<file path="config.mk">
export PLATFORM = sky130hd
export DESIGN_NAME = lidar_point_offset_time_filter
export DESIGN_NICKNAME = d
export VERILOG_FILES = /design/src/hw/rtl/lpot_pkg.sv /design/src/hw/rtl/lpot_front.sv /design/src/hw/rtl/lpot_queue.sv /design/src/hw/rtl/lpot_back.sv /design/src/hw/rtl/lidar_point_offset_time_filter.sv
export SDC_FILE = /design/constraint.sdc
export NUM_CORES = 2
export LEC_CHECK = 0
export ABC_AREA = 1
export BUFFER_PORTS_ARGS = -buffer_cell sky130_fd_sc_hd__buf_2
export CORE_MARGIN = 2
export CORE_UTILIZATION = 58
export CTS_CLUSTER_DIAMETER = 80
export DETAILED_ROUTE_END_ITERATION = 16
export PLACE_DENSITY_LB_ADDON = 0.25
export SYNTH_ARGS = -nofsm -noshare
export SYNTH_HDL_FRONTEND = slang
export SYNTH_SLANG_ARGS = --single-unit
export TNS_END_PERCENT = 5
</file>
<file path="constraint.sdc">
create_clock -name clk -period 9.1 [get_ports clk]
set_clock_uncertainty 0.1 [all_clocks]
set_input_delay 2.275 -clock clk [delete_from_list [all_inputs] [get_ports clk]]
set_output_delay 2.275 -clock clk [all_outputs]
set_load 0.01 [all_outputs]
</file>
<file path="src/hw/rtl/lpot_pkg.sv">
// ----------------------------------------------------------------------------
// lpot_pkg: shared types and constants for the lidar offset-time filter
// Holds the payload structs, config register indexes and the CORDIC table.
// ----------------------------------------------------------------------------
package lpot_pkg;

    localparam int RING_COUNT = 32;
    localparam int RING_W = (RING_COUNT > 1) ? $clog2(RING_COUNT) : 1;

    localparam int CFG_IDX_W  = 2;
    localparam int CFG_DATA_W = 40;

    typedef enum logic [CFG_IDX_W-1:0] {
        REG_USE_POINT_TIME = 2'd0,
        REG_KEEP_EVERY     = 2'd1,
        REG_MIN_RANGE_SQ   = 2'd2,
        REG_US_PER_YAW     = 2'd3
    } cfg_reg_t;

    localparam int YAW_W  = 15;
    localparam int OFF_W  = 20;
    localparam int CRD_W  = 31;   // coords * 256 plus CORDIC growth
    localparam int ANG_W  = 24;   // 1/16384 degree, covers +/- 2 half turns
    localparam int CRD_STEPS = 16;

    localparam logic signed [ANG_W-1:0] HALF_TURN_FINE = 24'sd2949120;
    localparam int FULL_TURN_YAW = 23040;
    localparam int HALF_TURN_YAW = 11520;
    localparam logic [OFF_W-1:0] OFFSET_MAX = 20'hFFFFF;

    typedef struct packed {
        logic               frame_start;
        logic signed [19:0] x_mm;
        logic signed [19:0] y_mm;
        logic signed [19:0] z_mm;
        logic [7:0]         intensity;
        logic [7:0]         ring;
        logic [19:0]        point_time_us;
    } in_item_t;

    typedef struct packed {
        logic signed [19:0] out_x_mm;
        logic signed [19:0] out_y_mm;
        logic signed [19:0] out_z_mm;
        logic [7:0]         out_intensity;
        logic [19:0]        offset_time_us;
    } out_item_t;

    // Work handed from the classify front to the compute back.
    typedef struct packed {
        logic               frame_start;
        logic               in_range;   // ring < RING_COUNT
        logic               keep;       // index phase was zero
        logic [RING_W-1:0]  ring;
        logic signed [19:0] x_mm;
        logic signed [19:0] y_mm;
        logic signed [19:0] z_mm;
        logic [7:0]         intensity;
        logic [19:0]        point_time_us;
    } task_t;

    function automatic logic signed [ANG_W-1:0] cordic_angle(input logic [3:0] i);
        case (i)
            4'd0:  cordic_angle = 24'sd737280;
            4'd1:  cordic_angle = 24'sd435242;
            4'd2:  cordic_angle = 24'sd229970;
            4'd3:  cordic_angle = 24'sd116736;
            4'd4:  cordic_angle = 24'sd58595;
            4'd5:  cordic_angle = 24'sd29326;
            4'd6:  cordic_angle = 24'sd14667;
            4'd7:  cordic_angle = 24'sd7334;
            4'd8:  cordic_angle = 24'sd3667;
            4'd9:  cordic_angle = 24'sd1833;
            4'd10: cordic_angle = 24'sd917;
            4'd11: cordic_angle = 24'sd458;
            4'd12: cordic_angle = 24'sd229;
            4'd13: cordic_angle = 24'sd115;
            4'd14: cordic_angle = 24'sd57;
            4'd15: cordic_angle = 24'sd29;
            default: cordic_angle = '0;
        endcase
    endfunction

endpackage

</file>
<file path="src/hw/rtl/lpot_front.sv">
// ----------------------------------------------------------------------------
// lpot_front: request intake and classification
// Tracks the index phase, checks ring range and pushes a task to the queue.
// ----------------------------------------------------------------------------
module lpot_front (
    input  logic               clk,
    input  logic               rst_n,
    input  logic               in_valid,
    output logic               in_ready,
    input  lpot_pkg::in_item_t in_data,
    input  logic [7:0]         keep_every,
    output logic               push,
    output lpot_pkg::task_t    push_data,
    input  logic               full
);
    import lpot_pkg::*;

    logic [7:0] phase_reg, phase_next;
    logic [7:0] cur_phase;
    logic [7:0] inc;

    assign in_ready = !full;
    assign push     = in_valid && !full;

    always_comb
    begin
        cur_phase = in_data.frame_start ? 8'd0 : phase_reg;
        inc       = cur_phase + 8'd1;
        phase_next = (inc >= keep_every) ? 8'd0 : inc;
    end

    always_comb
    begin
        push_data.frame_start   = in_data.frame_start;
        push_data.in_range      = ({1'b0, in_data.ring} < 9'(RING_COUNT));
        push_data.keep          = (cur_phase == 8'd0);
        push_data.ring          = in_data.ring[RING_W-1:0];
        push_data.x_mm          = in_data.x_mm;
        push_data.y_mm          = in_data.y_mm;
        push_data.z_mm          = in_data.z_mm;
        push_data.intensity     = in_data.intensity;
        push_data.point_time_us = in_data.point_time_us;
    end

    always_ff @(posedge clk or negedge rst_n)
    begin
        if (!rst_n)
            phase_reg <= '0;
        else if (push)
            phase_reg <= phase_next;
    end
endmodule

</file>
<file path="src/hw/rtl/lpot_queue.sv">
// ----------------------------------------------------------------------------
// lpot_queue: two-entry task queue between front and back
// Lets the front keep taking requests while the back is busy.
// ----------------------------------------------------------------------------
module lpot_queue (
    input  logic            clk,
    input  logic            rst_n,
    input  logic            push,
    input  lpot_pkg::task_t push_data,
    output logic            full,
    input  logic            pop,
    output logic            not_empty,
    output lpot_pkg::task_t pop_data
);
    import lpot_pkg::*;

    task_t      mem_reg [2];
    logic       wp_reg, rp_reg;
    logic [1:0] cnt_reg;

    assign full      = (cnt_reg == 2'd2);
    assign not_empty = (cnt_reg != 2'd0);
    assign pop_data  = mem_reg[rp_reg];

    always_ff @(posedge clk)
    begin
        if (push)
            mem_reg[wp_reg] <= push_data;
    end

    always_ff @(posedge clk or negedge rst_n)
    begin
        if (!rst_n)
        begin
            wp_reg  <= 1'b0;
            rp_reg  <= 1'b0;
            cnt_reg <= 2'd0;
        end
        else
        begin
            if (push)
                wp_reg <= !wp_reg;
            if (pop)
                rp_reg <= !rp_reg;
            cnt_reg <= cnt_reg + 2'(push) - 2'(pop);
        end
    end
endmodule

</file>
<file path="src/hw/rtl/lpot_back.sv">
// ----------------------------------------------------------------------------
// lpot_back: offset computation and output stage
// Iterative CORDIC yaw, ring state update, range test and offset scaling.
// ----------------------------------------------------------------------------
module lpot_back (
    input  logic               clk,
    input  logic               rst_n,
    input  logic               task_valid,
    input  lpot_pkg::task_t    task_data,
    output logic               pop,
    input  logic               use_point_time,
    input  logic [39:0]        min_range_sq_mm2,
    input  logic [23:0]        us_per_yaw_unit_q16,
    output logic               out_valid,
    input  logic               out_ready,
    output lpot_pkg::out_item_t out_data
);
    import lpot_pkg::*;

    typedef enum logic [7:0] {
        S_IDLE  = 8'b00000001,
        S_CALC  = 8'b00000010,
        S_YAW   = 8'b00000100,
        S_RD    = 8'b00001000,
        S_DIF   = 8'b00010000,
        S_MUL   = 8'b00100000,
        S_ADJ   = 8'b01000000,
        S_OUT   = 8'b10000000
    } state_t;

    state_t state_reg, state_next;

    task_t tk_reg;
    logic [RING_COUNT-1:0] seen_reg;

    // ring memories (contents undefined until written)
    logic signed [YAW_W-1:0] first_mem [RING_COUNT];
    logic [OFF_W-1:0]        last_mem  [RING_COUNT];
    logic signed [YAW_W-1:0] first_rd_reg;
    logic [OFF_W-1:0]        last_rd_reg;

    logic signed [CRD_W-1:0] cx_reg, cy_reg;
    logic signed [ANG_W-1:0] cz_reg;
    logic [3:0]              it_reg;
    logic                    origin_reg;
    logic signed [YAW_W-1:0] yaw_reg;

    // range square: one product per cycle, accumulated
    logic [1:0]  sq_cnt_reg;
    logic [41:0] rsq_reg;
    logic        range_ok_reg;

    logic [15:0]      d_reg;
    logic [39:0]      prod_reg;
    logic [39:0]      turn_prod_reg;   // scaled full turn, before the shift
    logic [OFF_W-1:0] off_reg;

    out_item_t out_reg;
    logic      out_valid_reg;

    assign out_valid = out_valid_reg;
    assign out_data  = out_reg;

    // coordinates scaled by 256, pre-rotated by half a turn for negative x
    logic signed [CRD_W-1:0] lx, ly, ld_x, ld_y;
    logic signed [ANG_W-1:0] ld_z;
    always_comb
    begin
        lx = CRD_W'(task_data.x_mm) <<< 8;
        ly = CRD_W'(task_data.y_mm) <<< 8;
        if (lx < 0)
        begin
            ld_z = (ly >= 0) ? HALF_TURN_FINE : -HALF_TURN_FINE;
            ld_x = -lx;
            ld_y = -ly;
        end
        else
        begin
            ld_z = '0;
            ld_x = lx;
            ld_y = ly;
        end
    end

    // CORDIC step
    logic signed [CRD_W-1:0] dx, dy;
    logic signed [ANG_W-1:0] ang;
    assign dx  = cy_reg >>> it_reg;
    assign dy  = cx_reg >>> it_reg;
    assign ang = cordic_angle(it_reg);

    // yaw round and wrap
    logic signed [ANG_W-1:0] zr;
    logic signed [16:0]      yw;
    always_comb
    begin
        zr = (cz_reg + 24'sd128) >>> 8;
        yw = zr[16:0];
        if (yw > 17'(HALF_TURN_YAW))
            yw = yw - 17'(FULL_TURN_YAW);
        else if (yw <= -17'(HALF_TURN_YAW))
            yw = yw + 17'(FULL_TURN_YAW);
    end

    // squared coordinate for the current step
    logic signed [19:0] sq_src;
    logic signed [39:0] sq_prod;
    always_comb
    begin
        case (sq_cnt_reg)
            2'd0:    sq_src = tk_reg.x_mm;
            2'd1:    sq_src = tk_reg.y_mm;
            default: sq_src = tk_reg.z_mm;
        endcase
        sq_prod = sq_src * sq_src;
    end

    logic signed [16:0] dsum;
    always_comb
    begin
        dsum = 17'(first_rd_reg) - 17'(yaw_reg);
        if (yaw_reg > first_rd_reg)
            dsum = dsum + 17'(FULL_TURN_YAW);
    end

    logic out_free;
    assign out_free = !out_valid_reg || out_ready;

    logic [23:0]      off_scaled;
    logic [23:0]      turn_scaled;
    logic [24:0]      off_adj;
    logic [OFF_W-1:0] off_sat;
    assign off_scaled  = prod_reg[39:16];
    assign turn_scaled = turn_prod_reg[39:16];
    always_comb
    begin
        off_adj = {1'b0, off_scaled};
        if (off_scaled < {4'b0, last_rd_reg})
            off_adj = off_adj + {1'b0, turn_scaled};
        off_sat = (off_adj > {5'b0, OFFSET_MAX}) ? OFFSET_MAX : off_adj[OFF_W-1:0];
    end

    always_comb
    begin
        state_next = state_reg;
        pop = 1'b0;
        case (state_reg)
            S_IDLE:
                if (task_valid)
                begin
                    pop = 1'b1;
                    state_next = S_CALC;
                end
            S_CALC:
                if (!tk_reg.in_range)
                    state_next = S_IDLE;
                else if (use_point_time)
                begin
                    if (sq_cnt_reg == 2'd3)
                        state_next = S_OUT;
                end
                else if (it_reg == 4'd15)
                    state_next = S_YAW;
            S_YAW:   state_next = S_RD;
            S_RD:    state_next = seen_reg[tk_reg.ring] ? S_DIF : S_IDLE;
            S_DIF:   state_next = S_MUL;
            S_MUL:   state_next = S_ADJ;
            S_ADJ:   state_next = S_OUT;
            S_OUT:
                if (!(tk_reg.keep && range_ok_reg) || out_free)
                    state_next = S_IDLE;
            default: state_next = S_IDLE;
        endcase
    end

    always_ff @(posedge clk)
    begin
        case (state_reg)
            S_IDLE:
                if (task_valid)
                begin
                    tk_reg <= task_data;
                    cx_reg <= ld_x;
                    cy_reg <= ld_y;
                    cz_reg <= ld_z;
                    origin_reg <= (task_data.x_mm == '0) && (task_data.y_mm == '0);
                    it_reg <= 4'd0;
                    sq_cnt_reg <= 2'd0;
                    rsq_reg <= '0;
                    turn_prod_reg <= 40'(us_per_yaw_unit_q16) * 40'd23040 + 40'd32768;
                end
            S_CALC:
            begin
                if (sq_cnt_reg != 2'd3)
                begin
                    rsq_reg <= rsq_reg + {2'b0, sq_prod};
                    sq_cnt_reg <= sq_cnt_reg + 2'd1;
                end
                else
                    range_ok_reg <= (rsq_reg > {2'b0, min_range_sq_mm2});
                if (cy_reg > 0)
                begin
                    cx_reg <= cx_reg + dx;
                    cy_reg <= cy_reg - dy;
                    cz_reg <= cz_reg + ang;
                end
                else
                begin
                    cx_reg <= cx_reg - dx;
                    cy_reg <= cy_reg + dy;
                    cz_reg <= cz_reg - ang;
                end
                it_reg <= it_reg + 4'd1;
            end
            S_YAW:
                yaw_reg <= origin_reg ? '0 : yw[YAW_W-1:0];
            S_RD:
            begin
                first_rd_reg <= first_mem[tk_reg.ring];
                last_rd_reg  <= last_mem[tk_reg.ring];
                if (!seen_reg[tk_reg.ring])
                begin
                    first_mem[tk_reg.ring] <= yaw_reg;
                    last_mem[tk_reg.ring]  <= '0;
                end
            end
            S_DIF:
                d_reg <= 16'(dsum);
            S_MUL:
                prod_reg <= 40'(d_reg) * 40'(us_per_yaw_unit_q16) + 40'd32768;
            S_ADJ:
            begin
                last_mem[tk_reg.ring] <= off_sat;
                off_reg <= off_sat;
            end
            S_OUT:
                if (tk_reg.keep && range_ok_reg && out_free)
                begin
                    out_reg.out_x_mm       <= tk_reg.x_mm;
                    out_reg.out_y_mm       <= tk_reg.y_mm;
                    out_reg.out_z_mm       <= tk_reg.z_mm;
                    out_reg.out_intensity  <= tk_reg.intensity;
                    out_reg.offset_time_us <= use_point_time ? tk_reg.point_time_us
                                                             : off_reg;
                end
            default: ;
        endcase
    end

    always_ff @(posedge clk or negedge rst_n)
    begin
        if (!rst_n)
        begin
            state_reg     <= S_IDLE;
            seen_reg      <= '0;
            out_valid_reg <= 1'b0;
        end
        else
        begin
            state_reg <= state_next;
            // frame start clears the seen bits in both modes
            if (state_reg == S_CALC && tk_reg.frame_start)
                seen_reg <= '0;
            else if (state_reg == S_RD)
                seen_reg[tk_reg.ring] <= 1'b1;
            if (state_reg == S_OUT && tk_reg.keep && range_ok_reg && out_free)
                out_valid_reg <= 1'b1;
            else if (out_valid_reg && out_ready)
                out_valid_reg <= 1'b0;
        end
    end
endmodule

</file>
<file path="src/hw/rtl/lidar_point_offset_time_filter.sv">
// ----------------------------------------------------------------------------
// lidar_point_offset_time_filter: top level
// Front classifies points, a queue decouples, back computes offset time.
//
//   channel  dir  handshake           payload
//   in       in   in_valid/in_ready   lpot_pkg::in_item_t
//   out      out  out_valid/out_ready lpot_pkg::out_item_t
//   cfg      in   cfg_valid/cfg_ready cfg_index, cfg_data
//
// The back works on one point at a time. Yaw mode: take, 16 CORDIC steps,
// round, ring read, difference, multiply, adjust, output; the first point
// of a ring leaves after the ring read. Point-time mode: take, 4 range-square
// steps, output. Out-of-range ring points leave at the first calculate step.
// The front takes a request in any cycle the two-entry queue is not full;
// a result held in the output register stalls the back in its output step.
// Reset clears config to defaults, ring seen bits and the index phase.
// ----------------------------------------------------------------------------
module lidar_point_offset_time_filter (
    input  logic                clk,
    input  logic                rst_n,
    input  logic                in_valid,
    output logic                in_ready,
    input  lpot_pkg::in_item_t  in_data,
    output logic                out_valid,
    input  logic                out_ready,
    output lpot_pkg::out_item_t out_data,
    input  logic                cfg_valid,
    output logic                cfg_ready,
    input  logic [1:0]          cfg_index,
    input  logic [39:0]         cfg_data
);
    import lpot_pkg::*;

    logic        use_pt_reg;
    logic [7:0]  keep_reg;
    logic [39:0] min_rsq_reg;
    logic [23:0] us_yaw_reg;

    assign cfg_ready = 1'b1;

    always_ff @(posedge clk or negedge rst_n)
    begin
        if (!rst_n)
        begin
            use_pt_reg  <= 1'b0;
            keep_reg    <= 8'd3;
            min_rsq_reg <= 40'd16000000;
            us_yaw_reg  <= 24'd283660;
        end
        else if (cfg_valid)
        begin
            case (cfg_reg_t'(cfg_index))
                REG_USE_POINT_TIME: use_pt_reg  <= cfg_data[0];
                REG_KEEP_EVERY:     keep_reg    <= cfg_data[7:0];
                REG_MIN_RANGE_SQ:   min_rsq_reg <= cfg_data;
                REG_US_PER_YAW:     us_yaw_reg  <= cfg_data[23:0];
                default: ;
            endcase
        end
    end

    logic  push, full, pop, not_empty;
    task_t push_data, pop_data;

    lpot_front u_front (
        .clk(clk), .rst_n(rst_n),
        .in_valid(in_valid), .in_ready(in_ready), .in_data(in_data),
        .keep_every(keep_reg),
        .push(push), .push_data(push_data), .full(full)
    );

    lpot_queue u_queue (
        .clk(clk), .rst_n(rst_n),
        .push(push), .push_data(push_data), .full(full),
        .pop(pop), .not_empty(not_empty), .pop_data(pop_data)
    );

    lpot_back u_back (
        .clk(clk), .rst_n(rst_n),
        .task_valid(not_empty), .task_data(pop_data), .pop(pop),
        .use_point_time(use_pt_reg),
        .min_range_sq_mm2(min_rsq_reg),
        .us_per_yaw_unit_q16(us_yaw_reg),
        .out_valid(out_valid), .out_ready(out_ready), .out_data(out_data)
    );
endmodule

</file>
==> impl_metrics.json <==
{
  "first_iter_violations": 9274,
  "num_vias": 87671,
  "slew_violations": 0,
  "initial_core_util_pct": 58.3,
  "synth_edf_count": 1766,
  "syn_area_per_cell_sq_um": 10.2,
  "overflow": 0,
  "routedWlPerCell_um": 22.7,
  "startpoint_type": "flip-flop",
  "io_pins": 235,
  "stdcell_count": 14967,
  "post-route-min-period_ps": 8870,
  "grt_pass1_wl_um": 510000,
  "finalCritPeriodShare_pct": 97.4,
  "yosysUniqueCellTypes": 88,
  "fp.dieArea_sq_um": 207000,
  "fin_area_sq_um": 133000,
  "yosys-top-cells-area": "edfxtp_1, fa_1, nand2_1",
  "grt_start_max_net_pins": 143,
  "slew_headroom_pct": 8.50,
  "place_hpwl_um": 243000,
  "post_dp_cell_area_sq_um": 125000,
  "place_congestion": 0.962,
  "grtUsageMet1_pct": 45.5,
  "yosysWarnings": 0,
  "clk_pin_slew_ps": 60,
  "cts_buffer_depth": 3,
  "rows": 165,
  "grt_usage_pct": 32.4,
  "insertion_delay_ps": 900,
  "die_h_um": 455,
  "cts.htree.levels": 4,
  "finalHoldViolations": 0,
  "synth.cell_area_sq_um": 118000,
  "synth_area_leader_cell": "edfxtp_1",
  "path_class": "flip-flop to flip-flop",
  "dr.pass1.iters": 6,
  "ys_seq_area_share_pct": 48.1,
  "outcome": "finished, final reports clean",
  "cp.arrival_ps": 9310,
  "worstMarginPinSlew_ps": 1360,
  "ys_seq_elements": 1912,
  "drc_errors": 0,
  "core_sq_um": 202000,
  "syn2layout_area_growth_pct": 13.3,
  "clock_sinks": 1912,
  "use_met3_pct": 5.40,
  "numPlacedInstances": 14532,
  "async_flop_share_pct": 6.59,
  "cp_common_cell": "fa_1",
  "grt_busiest_layer": "met2",
  "cts_tree": "built",
  "max_stage_delay_ps": 540,
  "cts_buffers": 199,
  "holdPathStages": 0,
  "largest_reg_flops": 640,
  "ant_nets": 0,
  "hold_buffers": 0,
  "wirelength_um": 339000,
  "fp.dieW_um": 455,
  "rsz0062_at_grt": "true",
  "drv_cap": 0,
  "port_buffers": 233,
  "finalSetupViolCount": 0,
  "grtUsageMet2_pct": 51.7,
  "antenna_found_initial": 28,
  "reg2reg_depth": 43,
  "fin_nets": 13532,
  "grt_pass1_vias": 86236,
  "max_freq_ghz": 0.113,
  "routed_via_density": 5.86,
  "cts_root_buf": "clkbuf_16",
  "netlist_instances": 11540,
  "critical_path.max_fanout": 8,
  "critPathRequiredTime_ps": 9540,
  "worst_path_max_delay_cell": "fa_1",
  "worstSetupEndpointType": "flip-flop",
  "synth_top_flop_cell": "edfxtp_1",
  "hold_ws_ps": 319,
  "tns_ps": 0,
  "synth_top_area_share_pct": 45.0,
  "drive_gt1_share_pct": 13.1,
  "hp-class": "flip-flop to flip-flop"
}
==> routing by layer <==
| metal | part of all wire [%] | vias up |
|---|---|---|
| met5 | 0 | - |
| met4 | 3.6 | 0 |
| met3 | 9.0 | 605 |
| met2 | 47 | 3955 |
| met1 | 41 | 43085 |
| li1 | - | 40026 |
==> stage by stage <==
stage | util [%] | setup slack [ps]
detailed placement | 61.8 | -440
global placement | 61.8 | -294
global route | 66.0 | -121
finish | 66.0 | 233
CTS | 65.2 | -24.9
floorplan | - | 222
==> what timing repair did <==
action | CTS | global route
pin swaps | 5 | 103
resized for setup | 48 | 278
cloned | 0 | 6
setup endpoints to repair | 20 | 25
buffers inserted | 2 | 35
endpoints found under the hold margin | 0 | 0
==> cell type report <==
type / instances / area, sq um
sequential: 1912 / 56600
multi-input combinational: 7353 / 53900
clock buffer: 229 / 5220
inverter: 1845 / 6980
fill: 15552 / 68600
antenna: 19 / 47.5
clock inverter: 144 / 1530
tap: 2672 / 3340
timing repair buffer: 793 / 5760
==> cells by family after synthesis <==
logic type | count (synthesis) | share of synthesized area, %
adders and majority gates | 1284 | 18.3
xor gates and xnor gates | 258 | 1.95
muxes | 5 | 0.0436
DFF | 1912 | 48.1
other | 2 | 0.00638
and+or+nand+nor | 3756 | 13.6
buffers and inverters | 2276 | 7.44
AOI/OAI and AO/OA | 2047 | 10.6
==> synth_stat cells (18+ instances only) <==
cell type / n
clkbuf_1: 320
dfrtp_1: 110
o21ai_2: 18
fa_1: 733
nand4_1: 97
or2_2: 51
nor3_1: 97
nor4_1: 53
or2_1: 19
buf_1: 37
o21ai_0: 389
nor2_2: 20
nand2_1: 2245
a21oi_1: 748
a22oi_1: 564
xnor2_1: 85
inv_1: 1804
ha_1: 551
dfxtp_1: 20
buf_2: 43
a21o_1: 32
a31oi_1: 42
xor2_1: 169
edfxtp_1: 1766
nor2_1: 590
nand3_1: 476
inv_2: 34
o21bai_1: 30
o211ai_1: 26
o21ai_1: 39
o21a_1: 47
==> placed cells by master (no fill, tap or decap), drive strengths merged, types with 12 or more instances in the layout <==
cell type,n
a21boi,14
a21o,32
a21oi,753
a22o,17
a22oi,564
a31oi,42
and2,12
buf,788
bufinv,19
clkbuf,234
clkinv,114
dfrtp,110
dfstp,16
dfxtp,20
diode,19
edfxtp,1766
fa,733
ha,551
inv,1849
nand2,2263
nand3,488
nand3b,16
nand4,99
nor2,619
nor3,105
nor4,54
nor4b,12
o211ai,26
o21a,48
o21ai,447
o21bai,30
o221ai,12
o22ai,15
o31ai,13
or2,73
xnor2,86
xor2,172
==> worst max-delay path: cells and delay by family (launching register included) <==
family	cells	cell delay [ps]
simple gates	8	590
flops	1	460
buf+inv	14	1570
compound gates	10	1560
xor+xnor	1	200
fa+ha+maj	10	4100
==> path summary, 6_finish.rpt <==
path | startpoint | endpoint | slack, ps
max | u_back.sq_cnt_reg[0] | u_back.rsq_reg[31] | 230
min | u_back.tk_reg[23] | u_back.out_data[23] | 320
max reg2reg | u_back.sq_cnt_reg[0] | u_back.rsq_reg[31] | 230
min reg2reg | u_back.tk_reg[23] | u_back.out_data[23] | 320
max in group asynchronous | rst_n | u_queue.rp_reg | 6170
min in group asynchronous | rst_n | us_yaw_reg[1] | 1330
Power is left out: the tool's default activity adds up to more than one toggle a clock period on the data nets, which glitch-free logic cannot reach.
